$ cat src/toac_pkg.sv
// Shared command and status types for the tile overlap agreement check.
package toac_pkg;

   typedef struct packed {
      logic capture;
      logic mem_write;
      logic mem_read;
      logic load_result;
   } toac_cmd_type;

   typedef struct packed {
      logic op_is_check;
   } toac_status_type;

   localparam logic OP_WRITE = 1'b0;
   localparam logic OP_CHECK = 1'b1;

endpackage

$ cat src/toac_ctrl.sv
// Controller state machine that sequences tile writes, checks and result handoff.
module toac_ctrl (
   input  logic                     clock,
   input  logic                     reset,
   input  logic                     req_valid,
   output logic                     req_ready,
   input  logic                     req_op,
   output logic                     rsp_valid,
   input  logic                     rsp_ready,
   output toac_pkg::toac_cmd_type   cmd,
   input  toac_pkg::toac_status_type status
);
   import toac_pkg::*;

   typedef enum logic [1:0] {
      S_IDLE,
      S_WRITE,
      S_READ,
      S_CMP
   } state_type;

   state_type state_ff, state_in;
   logic      rsp_valid_ff, rsp_valid_in;
   logic      rsp_free;

   assign req_ready = (state_ff == S_IDLE) && !reset;
   assign rsp_valid = rsp_valid_ff;
   assign rsp_free  = !rsp_valid_ff || rsp_ready;

   always_comb begin
      state_in         = state_ff;
      rsp_valid_in     = rsp_valid_ff && !rsp_ready;
      cmd              = '0;
      case (state_ff)
         S_IDLE: begin
            if (req_valid) begin
               cmd.capture = 1'b1;
               state_in    = (req_op == OP_CHECK) ? S_READ : S_WRITE;
            end
         end
         S_WRITE: begin
            cmd.mem_write = 1'b1;
            state_in      = S_IDLE;
         end
         S_READ: begin
            cmd.mem_read = 1'b1;
            state_in     = S_CMP;
         end
         S_CMP: begin
            if (status.op_is_check && rsp_free) begin
               cmd.load_result = 1'b1;
               rsp_valid_in    = 1'b1;
               state_in        = S_IDLE;
            end else if (!status.op_is_check) begin
               state_in = S_IDLE;
            end
         end
         default: begin
            state_in = S_IDLE;
         end
      endcase
   end

   always_ff @(posedge clock) begin
      if (reset) begin
         state_ff     <= S_IDLE;
         rsp_valid_ff <= 1'b0;
      end else begin
         state_ff     <= state_in;
         rsp_valid_ff <= rsp_valid_in;
      end
   end

endmodule

$ cat config.mk
export PLATFORM = sky130hd
export DESIGN_NAME = toac_ctrl
export DESIGN_NICKNAME = d
export VERILOG_FILES = /design/src/toac_pkg.sv /design/src/toac_ctrl.sv
export SDC_FILE = /design/constraint.sdc
export NUM_CORES = 1
export LEC_CHECK = 0
export ABC_AREA = 0
export BUFFER_PORTS_ARGS = -buffer_cell sky130_fd_sc_hd__buf_2
export CORE_AREA = 5 5 42 44
export CTS_CLUSTER_DIAMETER = 150
export DETAILED_ROUTE_END_ITERATION = 12
export DIE_AREA = 0 0 47 49
export PLACE_DENSITY = 0.3
export REMOVE_ABC_BUFFERS = 1
export SLEW_MARGIN = 20
export SYNTH_ARGS = -nofsm -noshare
export SYNTH_HDL_FRONTEND = slang
export SYNTH_SLANG_ARGS = --single-unit
$ cat constraint.sdc
create_clock -name clock -period 2.4 [get_ports clock]
set_input_delay 0.36 -clock clock [delete_from_list [all_inputs] [get_ports clock]]
set_output_delay 0.36 -clock clock [all_outputs]
set_load 0.01 [all_outputs]
=== Yosys cells after proc, flatten, opt, wreduce, memory -nomap -nowiden ===
Index checks and enable logic that the tools add are counted.

* Output and inout port bits: 6
* Logic and storage cells: 29
* Bits of input ports: 6
* Register bits after elaboration: 3

* Equality and inequality tests: 5
* Reduce and logical (&&, ||, !) cells: 9
* Mux-type cells: 13

{| class="wikitable"
|+ Operators by type and width
! cell !! count
|-
| $mux 1 || 8
|-
| $mux 2 || 4
|-
| $pmux 2 s4 || 1
|-
| $eq 2x2->1 const B || 2
|-
| $logic_and 1x1->1 || 3
|-
| $logic_not 1->1 || 3
|-
| $ne 3x3->1 const B || 1
|-
| $eq 2x1->1 const B || 1
|-
| $logic_not 2->1 || 1
|-
| $ne 2x2->1 const B || 1
|-
| $reduce_and 2->1 || 1
|-
| $logic_or 1x1->1 || 1
|}

=== Depth between registers and ports, before layout ===
* Depth in word-level cells: 5
* Gate-level depth with buffers: 3

=== Worst setup path after synthesis ===
Ideal clock, no wire load.

* Kind: register to output
* From: reg state_ff[1]
* To: out cmd[0] (netlist bit)
* Data required time: 2,040 ps
* Buffers on the path: 0
* Cell stages (with the launch flop): 3
* Setup slack: 1,319 ps
* Arrival: 721 ps
* Cells stage by stage: dfxtp_1 nand3_2 and2b_1

{| class="wikitable"
|+ RTL lines
! item !! line !! source
|-
| start: declaration || toac_ctrl.sv:22 || <nowiki>state_type state_ff, state_in;</nowiki>
|-
| start signal: assignment || toac_ctrl.sv:69 || <nowiki>state_ff <= state_in;</nowiki>
|-
| end: declaration || toac_ctrl.sv:10 || <nowiki>output toac_pkg::toac_cmd_type cmd,</nowiki>
|}

==> results.md <==
- Synth-to-Final Area Change: 67.5%
- Die H: roughly 50 um
- CTS Buf Count: 3
- Clock latency on the worst-skew pair: between 200 and 250 ps
- Dpl hpwl: ~350 um
- Total grt overflow: 0
- Relative slew margins: about 85%
- Final period utilization: around three fifths
- Status: completed
- Initial antenna violation count: 0
- Layout cells sized above 1: a little under half
- Clock group share of total power: between 50% and 60%
- Vias in the first global route: ~180
- Die area: between 0.002 and 0.0025 sq mm
- Sw Ratio: 24.2%
- Hold_buf cts: 0
- Fin area: around 250 sq um
- Largest cells by area after synthesis: dfxtp_1 (40%), a21oi_1 (10%), and2b_1 (10%)
- Maximum VDD drop: between 0.0001 and 0.00015 V
- Core Rows: 14
- Post-synthesis cell type count: 11
- DR WL met3: approximately 30 um
- Maxcap violations: 0
- Max clock buf depth: 2
- Fillers: roughly 180
- Setup Fix Bufs, Post-CTS: 0
- Gp weighted congestion: between 0.5 and 0.6
- Num Clock Sinks: 3
- Critical Path Start: state_ff[0]
- Combinational Power Share: between 10% and 20%
- Core Area: around 0.0014 sq mm
- Worst slew pin tran: 232 ps
- Int Power: approximately 0.00013 W
- CTS tree: yes
- Area of the multi-input gates: 86.3 sq um
- Routed WL: between 400 and 500 um
- Part of the power in registers: between 30% and 40%
- Achievable clock frequency: 691 MHz
- Diodes inserted: 0
- GRT Total Usage: between 4 and 5%
- R2R Path Start: state_ff[0]
- Fin nets: 39
- Hold path start: reset
- Register area: between 60 and 70 sq um
- Switching Power: 0.0000405 W
- Synthesized cell area: approximately 150 sq um
- Initial Util: ~11%
- Vias per cell: roughly 3.6
- Biggest area consumer among synthesized cells: dfxtp_1
- Worst Setup EP: cmd[0]
- CP Capture Type: output pin
- Highest routed metal layer: met3
- Crit Path Class: flop to output pin
- Routed via count: ~180
- Flop2flop setup slack: about 1300 ps
- CP Data Arrival Time: approximately 1100 ps
- Die W: between 40 and 50 um
- First-pass DRT Iterations: 2
- Critical path launch point type: flop
- Crit-path max FO: 7
- Register bit total from synthesis: 3
- Yosys top cell area share: between 40% and 50%
- Clk slew on worst S/H paths: about 40 ps
- Placement Cell Area: 225 sq um
- Drt wl/cell: roughly 8.9 um
- Global-route wire length before repair: about 650 um
- Register area share after synthesis: 40.0%
- Root Driver: clkbuf_4
- Final setup vio count: 0
- RSZ-0062 raised after global routing: false
- H-tree depth: 1
- Leak: 0.124 nW
- Worst Path Required: between 2000 and 2500 ps
- Resized cells post-CTS: 0
- Post-Route M1 WL: between 100 and 150 um
- Worst r2r dst: state_ff[1]
- Setup tns final: 0 ps
- Met2 WL post-DR: about 280 um
- Largest net degree at the start of global routing: 8
- DR iter-0 viols: 1
- Top-Level Pins: 12
- ANT nets after route: 0
- Min Tclk post-route: ~1400 ps
- Worst reg2reg path depth: 3
- Port Buffers: 11
- Pwr Density: approximately 660 mW/mm^2
- Slew Limit Fails: 0
- Cells after synthesis: 17
- Type of the most critical hold path: input pin to flop
- Syn Area/Cell: between 8 and 9 sq um
- Worst Skew: 1.56 ps
- DRC viols: 0
- Synth warn: 0
- Final hold vios: 0
==> cell usage in the layout (no fill, tap or decap), drive strengths merged <==
| master | instances |
|---|---|
| a21oi | 3 |
| and2b | 2 |
| buf | 11 |
| clkbuf | 4 |
| dfxtp | 3 |
| inv | 1 |
| nand2b | 1 |
| nand3 | 1 |
| nor2b | 1 |
| nor3 | 1 |
| nor3b | 1 |
| o31ai | 2 |
| or3 | 1 |
==> per-stage QoR <==
step | setup WS [ps] | util [%] | cells | hold WS, ps | total power [W]
after floorplan | 1320 | - | 17 | 429 | 0.0000677
after global placement | 1150 | 16.1 | 44 | 500 | 0.0000801
after detailed placement | 1140 | 16.1 | 44 | 509 | 0.0000803
after CTS | 924 | 17.9 | 48 | 346 | 0.000173
after global routing | 875 | 17.9 | 48 | 372 | 0.000175
final | 953 | 17.9 | 48 | 355 | 0.000167
==> power by group through the flow <==
| stage | clock (W) | combinational [W] | sequential, W |
|---|---|---|---|
| 2_1_floorplan | 0 | 0.0000108 | 0.0000569 |
| 3_3_place_gp | 0 | 0.0000226 | 0.0000575 |
| 3_5_place_dp | 0 | 0.0000225 | 0.0000578 |
| 4_1_cts | 0.0000932 | 0.0000226 | 0.0000571 |
| 5_1_grt | 0.0000936 | 0.0000244 | 0.0000575 |
| 6_report | 0.0000880 | 0.0000222 | 0.0000570 |
==> state kept, by name (all words and copies together), names as in the netlist <==
signal,count
rsp_valid,1
state_ff,2
==> synthesized netlist by cell type <==
master and n:
or3_1 1, nand3_2 1, and2b_1 2, nor3b_1 1, a21oi_1 3, o31ai_1 2
nand2b_1 1, inv_1 1, dfxtp_1 3, nor3_1 1, nor2b_1 1
==> logic make-up after synthesis <==
family | Yosys count | synth area share (%)
buffers and inverters | 1 | 2.50
DFF | 3 | 40.0
AOI/OAI and AO/OA | 5 | 20.0
and+or+nand+nor | 8 | 37.5
==> final cells by class <==
cell class | count | share of cell area, %
Clock buffer | 4 | 10.4
Inverter | 1 | 1.49
Multi-Input combinational cell | 13 | 34.3
Sequential cell | 3 | 23.9
Tap cell | 16 | 7.96
Timing Repair Buffer | 11 | 21.9
==> worst min-delay path by stage <==
stage                 to  slack (ps)  cells after the start
5_1_grt        rsp_valid         370                      2
4_1_cts        rsp_valid         350                      2
6_report       rsp_valid         360                      2
2_1_floorplan  rsp_valid         430                      1
3_5_place_dp   rsp_valid         510                      2
3_3_place_gp   rsp_valid         500                      2
==> layer usage <==
metal / global-route usage [%] / vias to the layer above
met4: 4.15 / 0
met1: 2.64 / 83
li1: - / 90
met2: 7.24 / 2
met5: 0 / -
met3: 2.58 / 0
==> critical path, stage by stage (launching register included) <==
cell,delay (ps)
dfxtp_1,440
nand3_2,110
and2b_1,200
buf_2,120
Power figures use the tool's default switching activity.
